===== src/rtl/bcg_pkg.sv =====
// Shared types and constants for the binomial cumulative distribution generator.
`timescale 1ns / 1ps
`default_nettype none
package bcg_pkg;

    localparam int MAX_TRIALS_DEF = 63;
    localparam int FRAC_BITS_DEF  = 32;

    localparam int IDX_W     = 6;   // trial count and entry index
    localparam int NEXT_W    = 7;   // next index, may run one past the trial count
    localparam int PROB_W    = 17;  // probability in Q0.16, one included
    localparam int CDF_W     = 33;  // cumulative value port
    localparam int BINOM_W   = 66;  // C(n,k) times (n-k) before the division
    localparam int CNT_W     = 7;   // bit counter, counts up to BINOM_W - 1
    localparam int CFG_IDX_W = 2;
    localparam int CFG_W     = 17;

    localparam logic [PROB_W-1:0] P_ONE = PROB_W'(65536);

    localparam logic [CFG_IDX_W-1:0] REG_TRIAL_COUNT = CFG_IDX_W'(0);
    localparam logic [CFG_IDX_W-1:0] REG_SUCCESS_PROB = CFG_IDX_W'(1);

    typedef enum logic [2:0] {
        S_IDLE,
        S_BMUL,
        S_BDIV,
        S_PMUL,
        S_TERM,
        S_DONE
    } t_state;

endpackage
`default_nettype wire


===== src/rtl/binomial_cdf_generator.sv =====
// Binomial cumulative distribution generator, bit-serial datapath, top level.
// The time from acceptance to the result for entry k of n trials is set by the bit-serial
// multiply and divide for each step of C(n,k), the n serial multiplies of the power product
// and the serial saturating multiply of the term. A request past the end of the table goes
// straight to the done state. One item is in work at a time.
// Reset (synchronous, active low) clears the sum and index and sets n = 1, p = one half.
`timescale 1ns / 1ps
`default_nettype none
module binomial_cdf_generator #(
    parameter int MAX_TRIALS = bcg_pkg::MAX_TRIALS_DEF,
    parameter int FRAC_BITS  = bcg_pkg::FRAC_BITS_DEF
) (
    input  wire                             i_clk,
    input  wire                             i_rst_n,
    input  wire                             i_cfg_we,
    input  wire  [bcg_pkg::CFG_IDX_W-1:0]   i_cfg_idx,
    input  wire  [bcg_pkg::CFG_W-1:0]       i_cfg_data,
    input  wire                             i_valid,
    output logic                            o_ready,
    input  wire                             i_restart,
    output logic                            o_valid,
    input  wire                             i_ready,
    output logic [bcg_pkg::IDX_W-1:0]       o_entry_index,
    output logic [bcg_pkg::CDF_W-1:0]       o_cdf_value,
    output logic                            o_done_res
);
    import bcg_pkg::*;

    // The power product is Q0.FRAC_BITS and can hold exactly one.
    localparam int AW  = FRAC_BITS + 1;
    // Product of the power product by a Q0.16 probability.
    localparam int PW2 = AW + PROB_W;
    // Shifted term accumulator: twice a value up to one plus another up to one.
    localparam int TW  = FRAC_BITS + 2;

    localparam logic [AW-1:0]    ONE_A = AW'(1) << FRAC_BITS;
    localparam logic [TW-1:0]    ONE_T = TW'(1) << FRAC_BITS;
    localparam logic [CDF_W-1:0] ONE_S = CDF_W'(1) << FRAC_BITS;

    // Configuration registers.
    logic [IDX_W-1:0]  r_cfg_n;
    logic [PROB_W-1:0] r_cfg_p;

    // Sequencer and persistent state.
    t_state            r_state, n_state;
    logic [NEXT_W-1:0] r_next, n_next;
    logic [CDF_W-1:0]  r_sum, n_sum;

    // Values latched when an item is accepted.
    logic [IDX_W-1:0]  r_n, n_n;
    logic [IDX_W-1:0]  r_k, n_k;
    logic [PROB_W-1:0] r_p, n_p;
    logic [PROB_W-1:0] r_q, n_q;

    // Binomial coefficient: C(n,i+1) = C(n,i) * (n-i) / (i+1), one bit per cycle.
    logic [BINOM_W-1:0] r_c, n_c;
    logic [BINOM_W-1:0] r_bp, n_bp;
    logic [BINOM_W-1:0] r_ba, n_ba;
    logic [IDX_W-1:0]   r_bm, n_bm;
    logic [NEXT_W-1:0]  r_rm, n_rm;
    logic [NEXT_W-1:0]  r_i, n_i;

    // Power product: one serial multiply per factor of p or 1-p.
    logic [AW-1:0]     r_acc, n_acc;
    logic [PW2-1:0]    r_pr, n_pr;
    logic [PW2-1:0]    r_ma, n_ma;
    logic [PROB_W-1:0] r_mx, n_mx;
    logic [NEXT_W-1:0] r_pi, n_pi;

    // Saturating term multiply, coefficient taken most significant bit first.
    logic [TW-1:0] r_ts, n_ts;
    logic          r_sat, n_sat;

    logic [CNT_W-1:0] r_cnt, n_cnt;

    // Result waiting to enter the output register, and the output register.
    logic [IDX_W-1:0] r_res_idx, n_res_idx;
    logic [CDF_W-1:0] r_res_cdf, n_res_cdf;
    logic             r_res_done, n_res_done;
    logic             r_ov, n_ov;
    logic [IDX_W-1:0] r_oidx, n_oidx;
    logic [CDF_W-1:0] r_ocdf, n_ocdf;
    logic             r_odone, n_odone;

    // Effective n and p: values beyond their bounds are clamped.
    logic [IDX_W-1:0]  eff_n;
    logic [PROB_W-1:0] eff_p;

    assign eff_n = (r_cfg_n > IDX_W'(MAX_TRIALS)) ? IDX_W'(MAX_TRIALS) : r_cfg_n;
    assign eff_p = (r_cfg_p > P_ONE) ? P_ONE : r_cfg_p;

    // Configuration writes; an unknown index is ignored.
    always_ff @(posedge i_clk) begin
        if (!i_rst_n) begin
            r_cfg_n <= IDX_W'(1);
            r_cfg_p <= PROB_W'(32768);
        end else if (i_cfg_we) begin
            if (i_cfg_idx == REG_TRIAL_COUNT) begin
                r_cfg_n <= i_cfg_data[IDX_W-1:0];
            end else if (i_cfg_idx == REG_SUCCESS_PROB) begin
                r_cfg_p <= i_cfg_data[PROB_W-1:0];
            end
        end
    end

    always_comb begin
        logic [NEXT_W-1:0]  v_idx;
        logic [CDF_W-1:0]   v_sum;
        logic [BINOM_W-1:0] v_bp;
        logic [NEXT_W:0]    v_t;
        logic [NEXT_W:0]    v_d;
        logic               v_q;
        logic [NEXT_W-1:0]  v_inext;
        logic [PW2-1:0]     v_pr;
        logic [AW-1:0]      v_acc;
        logic [NEXT_W-1:0]  v_pnext;
        logic [TW-1:0]      v_ts;
        logic [AW-1:0]      v_term;
        logic [CDF_W:0]     v_tot;
        logic [CDF_W-1:0]   v_new;

        v_idx   = '0;
        v_sum   = '0;
        v_bp    = '0;
        v_t     = '0;
        v_d     = '0;
        v_q     = 1'b0;
        v_inext = '0;
        v_pr    = '0;
        v_acc   = '0;
        v_pnext = '0;
        v_ts    = '0;
        v_term  = '0;
        v_tot   = '0;
        v_new   = '0;

        n_state    = r_state;
        n_next     = r_next;
        n_sum      = r_sum;
        n_n        = r_n;
        n_k        = r_k;
        n_p        = r_p;
        n_q        = r_q;
        n_c        = r_c;
        n_bp       = r_bp;
        n_ba       = r_ba;
        n_bm       = r_bm;
        n_rm       = r_rm;
        n_i        = r_i;
        n_acc      = r_acc;
        n_pr       = r_pr;
        n_ma       = r_ma;
        n_mx       = r_mx;
        n_pi       = r_pi;
        n_ts       = r_ts;
        n_sat      = r_sat;
        n_cnt      = r_cnt;
        n_res_idx  = r_res_idx;
        n_res_cdf  = r_res_cdf;
        n_res_done = r_res_done;
        n_oidx     = r_oidx;
        n_ocdf     = r_ocdf;
        n_odone    = r_odone;
        n_ov       = r_ov && !i_ready;

        o_ready = (r_state == S_IDLE);

        unique case (r_state)
            S_IDLE: begin
                if (i_valid) begin
                    v_idx  = i_restart ? '0 : r_next;
                    v_sum  = i_restart ? '0 : r_sum;
                    n_next = v_idx;
                    n_sum  = v_sum;
                    n_n    = eff_n;
                    n_p    = eff_p;
                    n_q    = P_ONE - eff_p;
                    n_c    = BINOM_W'(1);
                    n_i    = '0;
                    n_acc  = ONE_A;
                    n_pi   = '0;
                    n_cnt  = '0;
                    if (v_idx > NEXT_W'(eff_n)) begin
                        // Past the end of the table: repeat the final entry.
                        n_res_idx  = eff_n;
                        n_res_cdf  = v_sum;
                        n_res_done = (eff_n == r_cfg_n);
                        n_state    = S_DONE;
                    end else begin
                        n_k = v_idx[IDX_W-1:0];
                        if (v_idx != '0) begin
                            n_ba    = BINOM_W'(1);
                            n_bp    = '0;
                            n_bm    = eff_n;
                            n_state = S_BMUL;
                        end else if (eff_n != '0) begin
                            // Entry zero: every factor is 1-p.
                            n_ma    = PW2'(ONE_A);
                            n_pr    = '0;
                            n_mx    = P_ONE - eff_p;
                            n_state = S_PMUL;
                        end else begin
                            n_ts    = '0;
                            n_sat   = 1'b0;
                            n_state = S_TERM;
                        end
                    end
                end
            end

            S_BMUL: begin
                v_bp  = r_bm[0] ? (r_bp + r_ba) : r_bp;
                n_bp  = v_bp;
                n_ba  = r_ba << 1;
                n_bm  = r_bm >> 1;
                n_cnt = r_cnt + CNT_W'(1);
                if (r_cnt == CNT_W'(IDX_W - 1)) begin
                    n_cnt   = '0;
                    n_rm    = '0;
                    n_state = S_BDIV;
                end
            end

            S_BDIV: begin
                // Restoring division by i+1, one quotient bit per cycle.
                v_t = {r_rm, r_bp[BINOM_W-1]};
                v_d = (NEXT_W + 1)'(r_i) + (NEXT_W + 1)'(1);
                if (v_t >= v_d) begin
                    n_rm = NEXT_W'(v_t - v_d);
                    v_q  = 1'b1;
                end else begin
                    n_rm = v_t[NEXT_W-1:0];
                    v_q  = 1'b0;
                end
                v_bp  = {r_bp[BINOM_W-2:0], v_q};
                n_bp  = v_bp;
                n_cnt = r_cnt + CNT_W'(1);
                if (r_cnt == CNT_W'(BINOM_W - 1)) begin
                    v_inext = r_i + NEXT_W'(1);
                    n_c     = v_bp;
                    n_i     = v_inext;
                    n_cnt   = '0;
                    if (v_inext == NEXT_W'(r_k)) begin
                        if (r_n != '0) begin
                            n_ma    = PW2'(r_acc);
                            n_pr    = '0;
                            n_mx    = (r_k != '0) ? r_p : r_q;
                            n_state = S_PMUL;
                        end else begin
                            n_ts    = '0;
                            n_sat   = 1'b0;
                            n_state = S_TERM;
                        end
                    end else begin
                        n_ba    = v_bp;
                        n_bp    = '0;
                        n_bm    = r_n - v_inext[IDX_W-1:0];
                        n_state = S_BMUL;
                    end
                end
            end

            S_PMUL: begin
                v_pr  = r_mx[0] ? (r_pr + r_ma) : r_pr;
                n_pr  = v_pr;
                n_ma  = r_ma << 1;
                n_mx  = r_mx >> 1;
                n_cnt = r_cnt + CNT_W'(1);
                if (r_cnt == CNT_W'(PROB_W - 1)) begin
                    v_acc   = v_pr[16 +: AW];
                    v_pnext = r_pi + NEXT_W'(1);
                    n_acc   = v_acc;
                    n_pi    = v_pnext;
                    n_cnt   = '0;
                    if (v_pnext == NEXT_W'(r_n)) begin
                        n_ts    = '0;
                        n_sat   = 1'b0;
                        n_state = S_TERM;
                    end else begin
                        n_ma = PW2'(v_acc);
                        n_pr = '0;
                        n_mx = (v_pnext < NEXT_W'(r_k)) ? r_p : r_q;
                    end
                end
            end

            S_TERM: begin
                v_ts  = {r_ts[TW-2:0], 1'b0}
                        + (r_c[BINOM_W-1] ? TW'(r_acc) : TW'(0));
                n_c   = r_c << 1;
                n_cnt = r_cnt + CNT_W'(1);
                if (!r_sat) begin
                    n_ts = v_ts;
                    if (v_ts > ONE_T) begin
                        n_sat = 1'b1;
                    end
                end
                if (r_cnt == CNT_W'(BINOM_W - 1)) begin
                    v_term     = (r_sat || (v_ts > ONE_T)) ? ONE_A : v_ts[AW-1:0];
                    v_tot      = (CDF_W + 1)'(r_sum) + (CDF_W + 1)'(v_term);
                    v_new      = (v_tot > (CDF_W + 1)'(ONE_S)) ? ONE_S
                                                               : v_tot[CDF_W-1:0];
                    n_sum      = v_new;
                    n_next     = NEXT_W'(r_k) + NEXT_W'(1);
                    n_res_idx  = r_k;
                    n_res_cdf  = v_new;
                    n_res_done = (r_k == r_cfg_n);
                    n_cnt      = '0;
                    n_state    = S_DONE;
                end
            end

            S_DONE: begin
                if (!r_ov || i_ready) begin
                    n_ov    = 1'b1;
                    n_oidx  = r_res_idx;
                    n_ocdf  = r_res_cdf;
                    n_odone = r_res_done;
                    n_state = S_IDLE;
                end
            end

            default: begin
                n_state = S_IDLE;
            end
        endcase
    end

    // Control state.
    always_ff @(posedge i_clk) begin
        if (!i_rst_n) begin
            r_state <= S_IDLE;
            r_next  <= '0;
            r_sum   <= '0;
            r_ov    <= 1'b0;
            r_cnt   <= '0;
        end else begin
            r_state <= n_state;
            r_next  <= n_next;
            r_sum   <= n_sum;
            r_ov    <= n_ov;
            r_cnt   <= n_cnt;
        end
    end

    // Datapath registers.
    always_ff @(posedge i_clk) begin
        r_n        <= n_n;
        r_k        <= n_k;
        r_p        <= n_p;
        r_q        <= n_q;
        r_c        <= n_c;
        r_bp       <= n_bp;
        r_ba       <= n_ba;
        r_bm       <= n_bm;
        r_rm       <= n_rm;
        r_i        <= n_i;
        r_acc      <= n_acc;
        r_pr       <= n_pr;
        r_ma       <= n_ma;
        r_mx       <= n_mx;
        r_pi       <= n_pi;
        r_ts       <= n_ts;
        r_sat      <= n_sat;
        r_res_idx  <= n_res_idx;
        r_res_cdf  <= n_res_cdf;
        r_res_done <= n_res_done;
        r_oidx     <= n_oidx;
        r_ocdf     <= n_ocdf;
        r_odone    <= n_odone;
    end

    assign o_valid       = r_ov;
    assign o_entry_index = r_oidx;
    assign o_cdf_value   = r_ocdf;
    assign o_done_res    = r_odone;

`ifndef SYNTH
    // The running sum never exceeds one.
    a_sum_bounded: assert property (@(posedge i_clk) disable iff (!i_rst_n)
        r_sum <= ONE_S)
        else $error("running sum above one");

    // An accepted item always starts work or a repeat of the final entry.
    a_accept_leaves_idle: assert property (@(posedge i_clk) disable iff (!i_rst_n)
        (i_valid && o_ready) |=> (r_state != S_IDLE))
        else $error("accepted item left the sequencer idle");

    // A delivered result flagged as the final one carries the trial count as its index.
    a_done_index: assert property (@(posedge i_clk) disable iff (!i_rst_n)
        (o_valid && o_done_res) |-> (o_entry_index == r_cfg_n))
        else $error("final entry flagged at the wrong index");
`endif

endmodule
`default_nettype wire

===== config.mk =====
export PLATFORM = sky130hd
export DESIGN_NAME = binomial_cdf_generator
export DESIGN_NICKNAME = d
export VERILOG_FILES = /design/src/rtl/bcg_pkg.sv /design/src/rtl/binomial_cdf_generator.sv
export SDC_FILE = /design/constraint.sdc
export NUM_CORES = 1
export LEC_CHECK = 0
export BUFFER_PORTS_ARGS = -buffer_cell sky130_fd_sc_hd__buf_2
export CAP_MARGIN = 10
export CORE_ASPECT_RATIO = 1.1
export CORE_MARGIN = 1.5
export CORE_UTILIZATION = 50
export DETAILED_ROUTE_END_ITERATION = 10
export GPL_TIMING_DRIVEN = 0
export MAX_ROUTING_LAYER = met4
export PLACE_DENSITY = 0.65
export REMOVE_ABC_BUFFERS = 1
export SYNTH_ARGS = -nofsm -noshare
export SYNTH_HDL_FRONTEND = slang
export SYNTH_SLANG_ARGS = --single-unit

===== constraint.sdc =====
create_clock -name i_clk -period 23.1 [get_ports i_clk]
set_clock_uncertainty 0.05 [all_clocks]
set_input_delay 2.31 -clock i_clk [delete_from_list [all_inputs] [get_ports i_clk]]
set_output_delay 2.31 -clock i_clk [all_outputs]
set_load 0.01 [all_outputs]

## Word-level counts from Yosys, hierarchy flattened

Cells that the tools add are included.

- Register bits: 609
- Latch bits: 0
- Memory bits (writable): 0
- Bits in read-only memories: 0
- Bits of input ports: 25
- Logic and storage cells: 255
- Memories: 0

- $add $sub $neg: 12
- $mul: 0
- Divide/modulo/power cells: 0
- Order comparisons: 7
- Equal/unequal tests: 32
- Shift-type cells: 0
- Multiplexer cells: 133
- Bitwise gates (word level): 2
- Reduce and logical (&&, ||, !) cells: 39

Operator list:

| kind | count |
|---|---|
| $mux W50 | 19 |
| $mux W66 | 13 |
| $mux W33 | 20 |
| $pmux W66 S3 | 3 |
| $pmux W50 S3 | 2 |
| $mux W17 | 12 |
| $pmux W33 S2 | 3 |
| $pmux W33 S4 | 1 |
| $mux W7 | 11 |
| $gt A34 B33 Y1 const B | 2 |
| $add A66 B66 Y66 | 1 |
| $pmux W7 S2 | 4 |
| $mux W6 | 9 |
| $pmux W17 S3 | 1 |
| $add A50 B50 Y50 | 1 |
| $mux W3 | 12 |
| $add A33 B33 Y34 | 1 |
| $add A34 B33 Y34 | 1 |
| $ne A2 B2 Y1 const B | 16 |
| $pmux W7 S4 | 1 |
| $add A7 B1 Y7 const B | 3 |
| $pmux W3 S6 | 1 |
| $pmux W6 S3 | 1 |
| $reduce_and A3 Y1 | 6 |
| other kinds (44) | 81 |

## Longest topological paths before layout

Gate-level depths: netlist (run 1).

- Depth after elaboration: 10
- Depth in mapped cells: 34
- Gate-level depth less buffers: 28

## Least setup slack after synthesis (run 1)

Ideal clock, no wire load.

- Path kind: input to register
- Start: input i_restart
- End: register r_ma[0], enable pin
- Library setup time: 1,202 ps
- Arrival: 21,727 ps
- Data required time: 21,848 ps
- Path slack: 120 ps
- Cell stages on the path: 11
- Buffers on the path: 0
- Cell sequence: nor2b_1 -> ha_1 -> nor2b_1 -> o21a_1 -> o21a_1 -> o21ai_0 -> nand2b_1 -> a21oi_1 -> a2bb2oi_1 -> nor2_1 -> a2111oi_0

- Word-level cells in the longest chain between the ends: 4

RTL lines:

| item | line | source |
|---|---|---|
| start, declared | binomial_cdf_generator.sv:20 | `input wire i_restart,` |
| $mux W7 (*) | binomial_cdf_generator.sv:171 | `v_idx = i_restart ? '0 : r_next;` |
| $gt A7 B6 Y1 / $reduce_bool A7 Y1 (equally long branches) | binomial_cdf_generator.sv:183, binomial_cdf_generator.sv:191 |  |
| $ne A2 B2 Y1 (no line) | n/a |  |
| $reduce_and A8 Y1 (no line) (*) | n/a |  |
| end signal, assigned | binomial_cdf_generator.sv:360 | `r_ma <= n_ma;` |
| end, declared | binomial_cdf_generator.sv:66 | `logic [PW2-1:0] r_ma, n_ma;` |

Mark *: on every way between the ends. The rest lies on a longest branch, timed or not.
A chain may end at the register's enable or synchronous reset.

## Worst setup path in the final report (run 1)

- Start: register r_c[65]
- End: register r_res_cdf[0], data pin

- Word-level cells in the longest chain between the ends: 10

RTL lines:

| item | line | source |
|---|---|---|
| start, declared | binomial_cdf_generator.sv:56 | `logic [BINOM_W-1:0] r_c, n_c;` |
| start signal, assigned | binomial_cdf_generator.sv:352 | `r_c <= n_c;` |
| $mux W33 (*) | binomial_cdf_generator.sv:289 | `+ (r_c[BINOM_W-1] ? TW'(r_acc) : TW'(0));` |
| $add A34 B33 Y34 (*) | binomial_cdf_generator.sv:289 |  |
| $gt A34 B33 Y1 | binomial_cdf_generator.sv:299 | `v_term = (r_sat \|\| (v_ts > ONE_T)) ? ONE_A : v_ts[AW-1:0];` |
| $logic_or A1 B1 Y1 | binomial_cdf_generator.sv:299 |  |
| $mux W33 (*) | binomial_cdf_generator.sv:299 |  |
| $add A33 B33 Y34 (*) | binomial_cdf_generator.sv:300 | `v_tot = (CDF_W + 1)'(r_sum) + (CDF_W + 1)'(v_term);` |
| $gt A34 B33 Y1 | binomial_cdf_generator.sv:301 | `v_new = (v_tot > (CDF_W + 1)'(ONE_S)) ? ONE_S` |
| $mux W33 (*) | binomial_cdf_generator.sv:301 |  |
| $mux W33 (*) | binomial_cdf_generator.sv:298 | `if (r_cnt == CNT_W'(BINOM_W - 1)) begin` |
| $pmux W33 S2 (*) | binomial_cdf_generator.sv:168 | `unique case (r_state)` |
| named net n_res_cdf[0] | binomial_cdf_generator.sv:78 | `logic [CDF_W-1:0] r_res_cdf, n_res_cdf;` |
| end signal, assigned | binomial_cdf_generator.sv:366 | `r_res_cdf <= n_res_cdf;` |
| end, declared | binomial_cdf_generator.sv:78 |  |

Mark *: on every way through the listed nets, which the timed path passes. The rest lies on a longest branch. The select of a mux whose other input is x is not followed.

==> results of run 1 <==
-- logic make-up after synthesis --
| group | count (synthesis) |
|---|---|
| fa+ha+maj | 216 |
| buf+inv | 324 |
| flops | 606 |
| mux | 66 |
| compound gates | 1090 |
| simple gates | 1223 |
| xor+xnor | 182 |
-- per-layer routing --
metal	routed length, µm	part of all wire	up-vias	track usage
met5	0	0	-	-
li1	-	-	13868	-
met2	45200	0.48	736	0.417
met1	41400	0.44	13836	0.325
met3	4340	0.046	150	0.0271
met4	2830	0.030	0	0.0864
-- cell usage after synthesis, drive strengths merged, types with 79 or more instances --
library cell,n,area [µm²]
clkbuf,180,676
xnor2,115,1010
nand2,470,1760
a22o,90,788
edfxtp,532,16000
nor2,290,1090
a21o,102,766
inv,115,432
ha,210,2630
a21oi,260,1300
o21ai,197,990
nand3,79,395
-- worst max-delay path, delay by kind of cell (launching register included) --
family | cells | cell delay (ps)
DFF | 1 | 830
AOI/OAI and AO/OA | 14 | 4660
buffers and inverters | 2 | 340
adders and majority gates | 4 | 1110
and+or+nand+nor | 9 | 3210
-- final timing paths --
kind                startpoint             end  slack, ps  depth (start not counted)
setup / recovery       r_c[65]    r_res_cdf[0]      12710                         29
hold / removal    r_res_cdf[4]  o_cdf_value[4]        360                          0
setup reg to reg       r_c[65]    r_res_cdf[0]      12710                         29
hold reg to reg   r_res_cdf[4]  o_cdf_value[4]        360                          0
-- cell type report --
cell class	count	share of cell area
Sequential cell	606	0.428
Clock buffer	86	0.0444
Antenna cell	1	0.0000614
Multi-Input combinational cell	2777	0.448
Tap cell	954	0.0293
Inverter	116	0.0107
Timing Repair Buffer	137	0.0320
Clock inverter	35	0.00749
-- where the power goes --
| part | internal [mW] | switching, mW |
|---|---|---|
| registers | 1.74 | 0.239 |
| logic | 1.27 | 2.04 |
| clock network | 0.602 | 0.450 |
-- registers in the layout (all words and copies together) (netlist names), 7 cells and up --
name / count
o_cdf_value: 33
r_acc: 33
r_ba: 66
r_bp: 66
r_c: 66
r_cfg_p: 17
r_cnt: 7
r_i: 7
r_ma: 49
r_mx: 17
r_next: 7
r_p: 17
r_pi: 7
r_pr: 49
r_q: 16
r_res_cdf: 33
r_rm: 7
r_sum: 33
r_ts: 33
-- stage by stage --
step | hold slack (ps) | power [mW] | cells | setup WS, ps | utilization
floorplan | 350 | 4.41 | 3499 | 122 | -
global placement | 352 | 5.34 | 4519 | -34460 | 0.514
detailed placement | 355 | 5.28 | 4587 | 12790 | 0.529
CTS | 365 | 6.36 | 4708 | 12790 | 0.558
global route | 374 | 6.79 | 4712 | 11860 | 0.558
finish | 361 | 6.35 | 4712 | 12710 | 0.558
==> impl_metrics.py, run 1 <==
metrics = {
    "outcome": {
        "status": "finished with violations",
        "failed_checks": "DRC",
    },
    "die": {
        "ios": 67,
        "num_rows": 104,
        "start_util": 0.505,
        "die-width_um": 262,
        "die_y_um": 288,
        "die_area_um2": 75300,
        "core_area_um2": 73000,
    },
    "layout": {
        "multiInputGateArea_um2": 18300,
        "syn_to_final_growth_pct": 10.7,
        "postLayoutCellArea_um2": 40800,
        "nets": 3947,
        "layout-drive-gt1-share": 0.0791,
        "fill_cells": 6389,
        "final_cell_mix": "edfxtp_1, nand2_1, nor2_1",
        "final_common_cell": "edfxtp_1",
        "regArea_um2": 17500,
    },
    "setup_path": {
        "worstSetupStartpointType": "register",
        "cpMostUsedCell": "o21a_1",
        "worstSetupPathType": "register to register",
        "end_kind": "register",
        "cp.required_ps": 23510,
        "cp_max_fo": 35,
        "worst_path_max_delay_cell": "a41o_1",
        "crit_path_max_incr_delay_ps": 1020,
        "crit_arrival_ps": 10800,
    },
    "detailed_routing": {
        "dr.first_iter.drc_count": 2198,
        "firstDrtPassIters": 11,
        "drc": 1,
        "drt-wirelength-per-cell_um": 19.9,
        "viasPerCell": 6.07,
        "ant_nets": 0,
        "routed-via-count": 28590,
        "wirelength_mm": 93.8,
    },
    "logic_synthesis": {
        "synth_xor_area_frac": 0.0435,
        "yosys_most_used_dff": "edfxtp_1",
        "synthMuxAreaShare": 0.0183,
        "postSynthCellCount": 3707,
        "synth-compound-area-share": 0.200,
        "synth_cell_type_count": 91,
        "synth-seq-area-share": 0.474,
        "syn_area_um2": 36800,
        "synth_edf_count": 532,
        "synthSimpleGateAreaFrac": 0.155,
        "synth_top_family_by_area": "compound AO/OA/AOI/OAI gates",
        "ys_ff_latch": 606,
        "ys_warn_count": 0,
        "postSynthAreaPerCell_um2": 9.94,
        "async_flop_share": 0,
        "synthAdderAreaFrac": 0.0746,
    },
    "global_routing": {
        "overflow": 0,
        "grt_first_pass_wirelength_mm": 148,
        "antenna_found_initial": 1,
        "grt_start_max_net_pins": 70,
        "track_usage": 0.254,
        "grt_pass1_vias": 27849,
    },
    "run": {
        "drv_cap": 0,
    },
    "worst_hold_path": {
        "min_path_type": "register to register",
    },
    "clocking": {
        "cts_setup_buffers": 0,
        "ctsRootBufferMaster": "clkbuf_16",
        "cts_buffer_depth": 3,
        "cts.repair.resized": 0,
        "clk-insertion-delay-late_ps": 620,
        "cts_buffers": 68,
        "clkSinkCount": 606,
        "cts_tree": "built",
        "cts_max_level": 3,
        "clkTransAtPathRegs_ps": 60,
        "ctsHoldBuffers": 0,
    },
    "timing": {
        "slew_viol_final": 0,
        "slew_headroom": 0.176,
        "worstMarginPinSlew_ps": 1230,
        "setup_viol_count_final": 0,
        "fin_crit_ps": 10390,
        "grt_setup_unrepaired": "false",
        "fmax_mhz": 96.2,
        "finalSetupTns_ps": 0,
        "post-route-period-util": 0.450,
        "hold_violations": 0,
    },
    "pwr": {
        "power_density_nw_per_um2": 156,
        "peakVddDrop_mv": 0.110,
        "leakage_nw": 16.0,
    },
    "place": {
        "io_buffers": 66,
        "placed_cell_area_um2": 38600,
        "dp_hpwl_mm": 67.5,
        "gp_congestion": 0.913,
    },
}
No activity file was read; power rests on OpenSTA's default activity.
==> inputs of run 2 (changes only) <==
--- a/config.mk
+++ b/config.mk
@@ -5,6 +5,7 @@
 export SDC_FILE = /design/constraint.sdc
 export NUM_CORES = 1
 export LEC_CHECK = 0
+export ABC_AREA = 1
 export BUFFER_PORTS_ARGS = -buffer_cell sky130_fd_sc_hd__buf_2
 export CAP_MARGIN = 10
 export CORE_ASPECT_RATIO = 1.1
@@ -13,7 +14,7 @@
 export DETAILED_ROUTE_END_ITERATION = 10
 export GPL_TIMING_DRIVEN = 0
 export MAX_ROUTING_LAYER = met4
-export PLACE_DENSITY = 0.65
+export PLACE_DENSITY = 0.63
 export REMOVE_ABC_BUFFERS = 1
 export SYNTH_ARGS = -nofsm -noshare
 export SYNTH_HDL_FRONTEND = slang
==> constraint.sdc (replaced) <==
create_clock -name i_clk -period 10.8 [get_ports i_clk]
set_clock_uncertainty 0.05 [all_clocks]
set_input_delay 1.08 -clock i_clk [delete_from_list [all_inputs] [get_ports i_clk]]
set_output_delay 1.08 -clock i_clk [all_outputs]
set_load 0.01 [all_outputs]
==> run 2 against run 1 <==
Net effect: the flow now finishes without violations; highest routed layer unchanged; die area rose by 7.8%; combinational power rose to 2.5 times the previous value; synthesized area rose by 7.8%; routed wire length rose by 22%; global-route usage rose by 3.4 points; core utilization rose by 0.22 points; flip-flop and latch count did not move; setup slack got worse by 9200 ps; sequential share of layout area fell by 3.3 points; first-iteration DRC count rose by 7.6%.
==> impl_metrics.py, run 2 <==
metrics = {
    "setup_path": {
        "crit_path_max_incr_delay_ps": 1030,
        "worstSetupStartpointType": "register",
        "cp.required_ps": 11200,
        "crit_arrival_ps": 7730,
        "timing.rr.end": "r_res_cdf[26]",
        "endpoint": "r_res_cdf[26]",
        "r2r_cells": 35,
        "reg2reg_from": "r_c[65]",
        "worstSetupPathType": "register to register",
        "rrSetupSlack_ps": 3470,
        "worst_path_max_delay_cell": "edfxtp_1",
        "cpMostUsedCell": "nand3_1",
        "cp_max_fo": 33,
        "critPathLaunch": "r_c[65]",
        "end_kind": "register",
    },
    "place": {
        "dp_hpwl_mm": 87.5,
        "gp_congestion": 0.954,
        "placed_cell_area_um2": 41700,
        "dp_cells": 6192,
        "io_buffers": 66,
    },
    "timing": {
        "worstMarginPinSlew_ps": 1240,
        "hold_violations": 0,
        "grt_setup_unrepaired": "false",
        "setup_viol_count_final": 0,
        "slew_headroom": 0.169,
        "post-route-period-util": 0.679,
        "whs_ps": 370,
        "fmax_mhz": 136,
        "slew_viol_final": 0,
        "fin_crit_ps": 7330,
    },
    "layout": {
        "final_cell_mix": "nand2_1, inv_1, nor2_1",
        "reg_top3": "r_ba (66), r_bp (66), r_c (66)",
        "postLayoutCellArea_um2": 44200,
        "nets": 5464,
        "final_cell_count_no_fill": 6326,
        "layout-drive-gt1-share": 0.0614,
        "syn_to_final_growth_pct": 11.2,
        "final_common_cell": "nand2_1",
    },
    "clocking": {
        "clkTransAtPathRegs_ps": 60,
        "cts_setup_buffers": 0,
        "clk-insertion-delay-late_ps": 640,
        "cts_buffers": 70,
        "cts.repair.resized": 0,
        "ctsHoldBuffers": 0,
        "clkSinkCount": 606,
        "cts_tree": "built",
        "cts_max_level": 3,
        "ctsRootBufferMaster": "clkbuf_16",
        "cts_buffer_depth": 3,
    },
    "logic_synthesis": {
        "async_flop_share": 0,
        "syn_area_um2": 39700,
        "synth-seq-area-share": 0.439,
        "ys_ff_latch": 606,
        "synth_top_area_frac": 0.402,
        "yosys_most_used_dff": "edfxtp_1",
        "postSynthCellCount": 5180,
        "synth.largest_area_cell": "edfxtp_1",
        "synthTopCellsByArea": "edfxtp_1, nand2_1, inv_1, ha_1, nor2_1",
        "yosysMostFrequentCell": "nand2_1",
        "synth_common_cells": "nand2_1, inv_1, nor2_1, edfxtp_1, o21ai_0",
        "ys_warn_count": 0,
        "postSynthAreaPerCell_um2": 7.67,
        "synth_cell_type_count": 60,
        "synth_edf_count": 532,
    },
    "pwr": {
        "power_density_nw_per_um2": 350,
        "leakage_nw": 20.3,
        "total_power_mw": 15.5,
        "peakVddDrop_mv": 0.224,
    },
    "die": {
        "start_util": 0.504,
        "ios": 67,
        "core_area_um2": 78800,
        "die_area_um2": 81200,
        "die_y_um": 299,
        "num_rows": 108,
        "die-width_um": 272,
    },
    "global_routing": {
        "track_usage": 0.288,
        "overflow": 0,
        "grt_pass1_vias": 32403,
        "grt_first_pass_wirelength_mm": 179,
        "antenna_found_initial": 1,
        "grt_start_max_net_pins": 73,
    },
    "detailed_routing": {
        "firstDrtPassIters": 5,
        "viasPerCell": 5.42,
        "drt-wirelength-per-cell_um": 18.1,
        "ant_nets": 0,
        "wirelength_mm": 115,
        "drc": 0,
        "dr.first_iter.drc_count": 2366,
        "routed-via-count": 34266,
    },
    "outcome": {
        "status": "complete, no violations",
    },
    "run": {
        "drv_cap": 0,
    },
    "worst_hold_path": {
        "min_path_type": "register to register",
    },
}
run 2: report_power, final:
group          total (mW)  internal, mW  leakage (nW)  switching [mW]
Sequential           4.58          3.99          5.75           0.583
Clock                2.45          1.42          1.13            1.02
Combinational        8.45          2.73          13.4            5.72
Total                15.5          8.15          20.3            7.32
run 2: cell type report:
cell class	count	area [µm²]
fill	7440	34600
multi-input combinational	3692	19000
sequential	606	17500
inverter	735	2760
clock buffer	94	1900
tap	1045	1310
timing repair buffer	118	1280
clock inverter	35	438
antenna	1	2.50
run 2: per-stage QoR:
step	util	setup WS [ps]	TNS, ps
global route	0.561	2780	0
global placement	0.517	-15370	-3170440
CTS	0.559	3460	0
detailed placement	0.530	3500	0
floorplan	-	-636	-73100
finish	0.561	3470	0
run 2: metal layers:
layer / global-route usage / wire, µm / up-vias
met5: - / 0 / -
met4: 0.0833 / 2890 / 0
met2: 0.445 / 51200 / 884
met1: 0.391 / 53500 / 15948
li1: - / - / 17275
met3: 0.0438 / 6940 / 159
run 2: worst min-delay path by stage:
stage / start / end / slack, ps / cells after the start
2_1_floorplan: r_res_cdf[0] / o_cdf_value[0] / 350 / 0
3_3_place_gp: r_res_cdf[3] / o_cdf_value[3] / 350 / 0
3_5_place_dp: r_res_idx[0] / o_entry_index[0] / 350 / 0
4_1_cts: r_res_idx[5] / o_entry_index[5] / 360 / 0
5_1_grt: r_res_idx[5] / o_entry_index[5] / 360 / 0
6_report: r_res_idx[1] / o_entry_index[1] / 370 / 0
run 2: cells by family after synthesis:
group,count (synthesis),synth area share
AND/OR/NAND/NOR,2435,0.251
AO/OA/AOI/OAI,926,0.129
buffers and inverters,882,0.0852
flip-flops,606,0.439
adder cells (fa/ha/maj),216,0.0692
XOR/XNOR,113,0.0253
multiplexers,2,0.000504
run 2: worst max-delay path, delay by kind of cell, from the launching register on:
kind,cells,cell delay [ps]
compound gates,3,560
xor+xnor,1,250
fa+ha+maj,4,1280
buf+inv,3,270
flops,1,1030
simple gates,24,3660
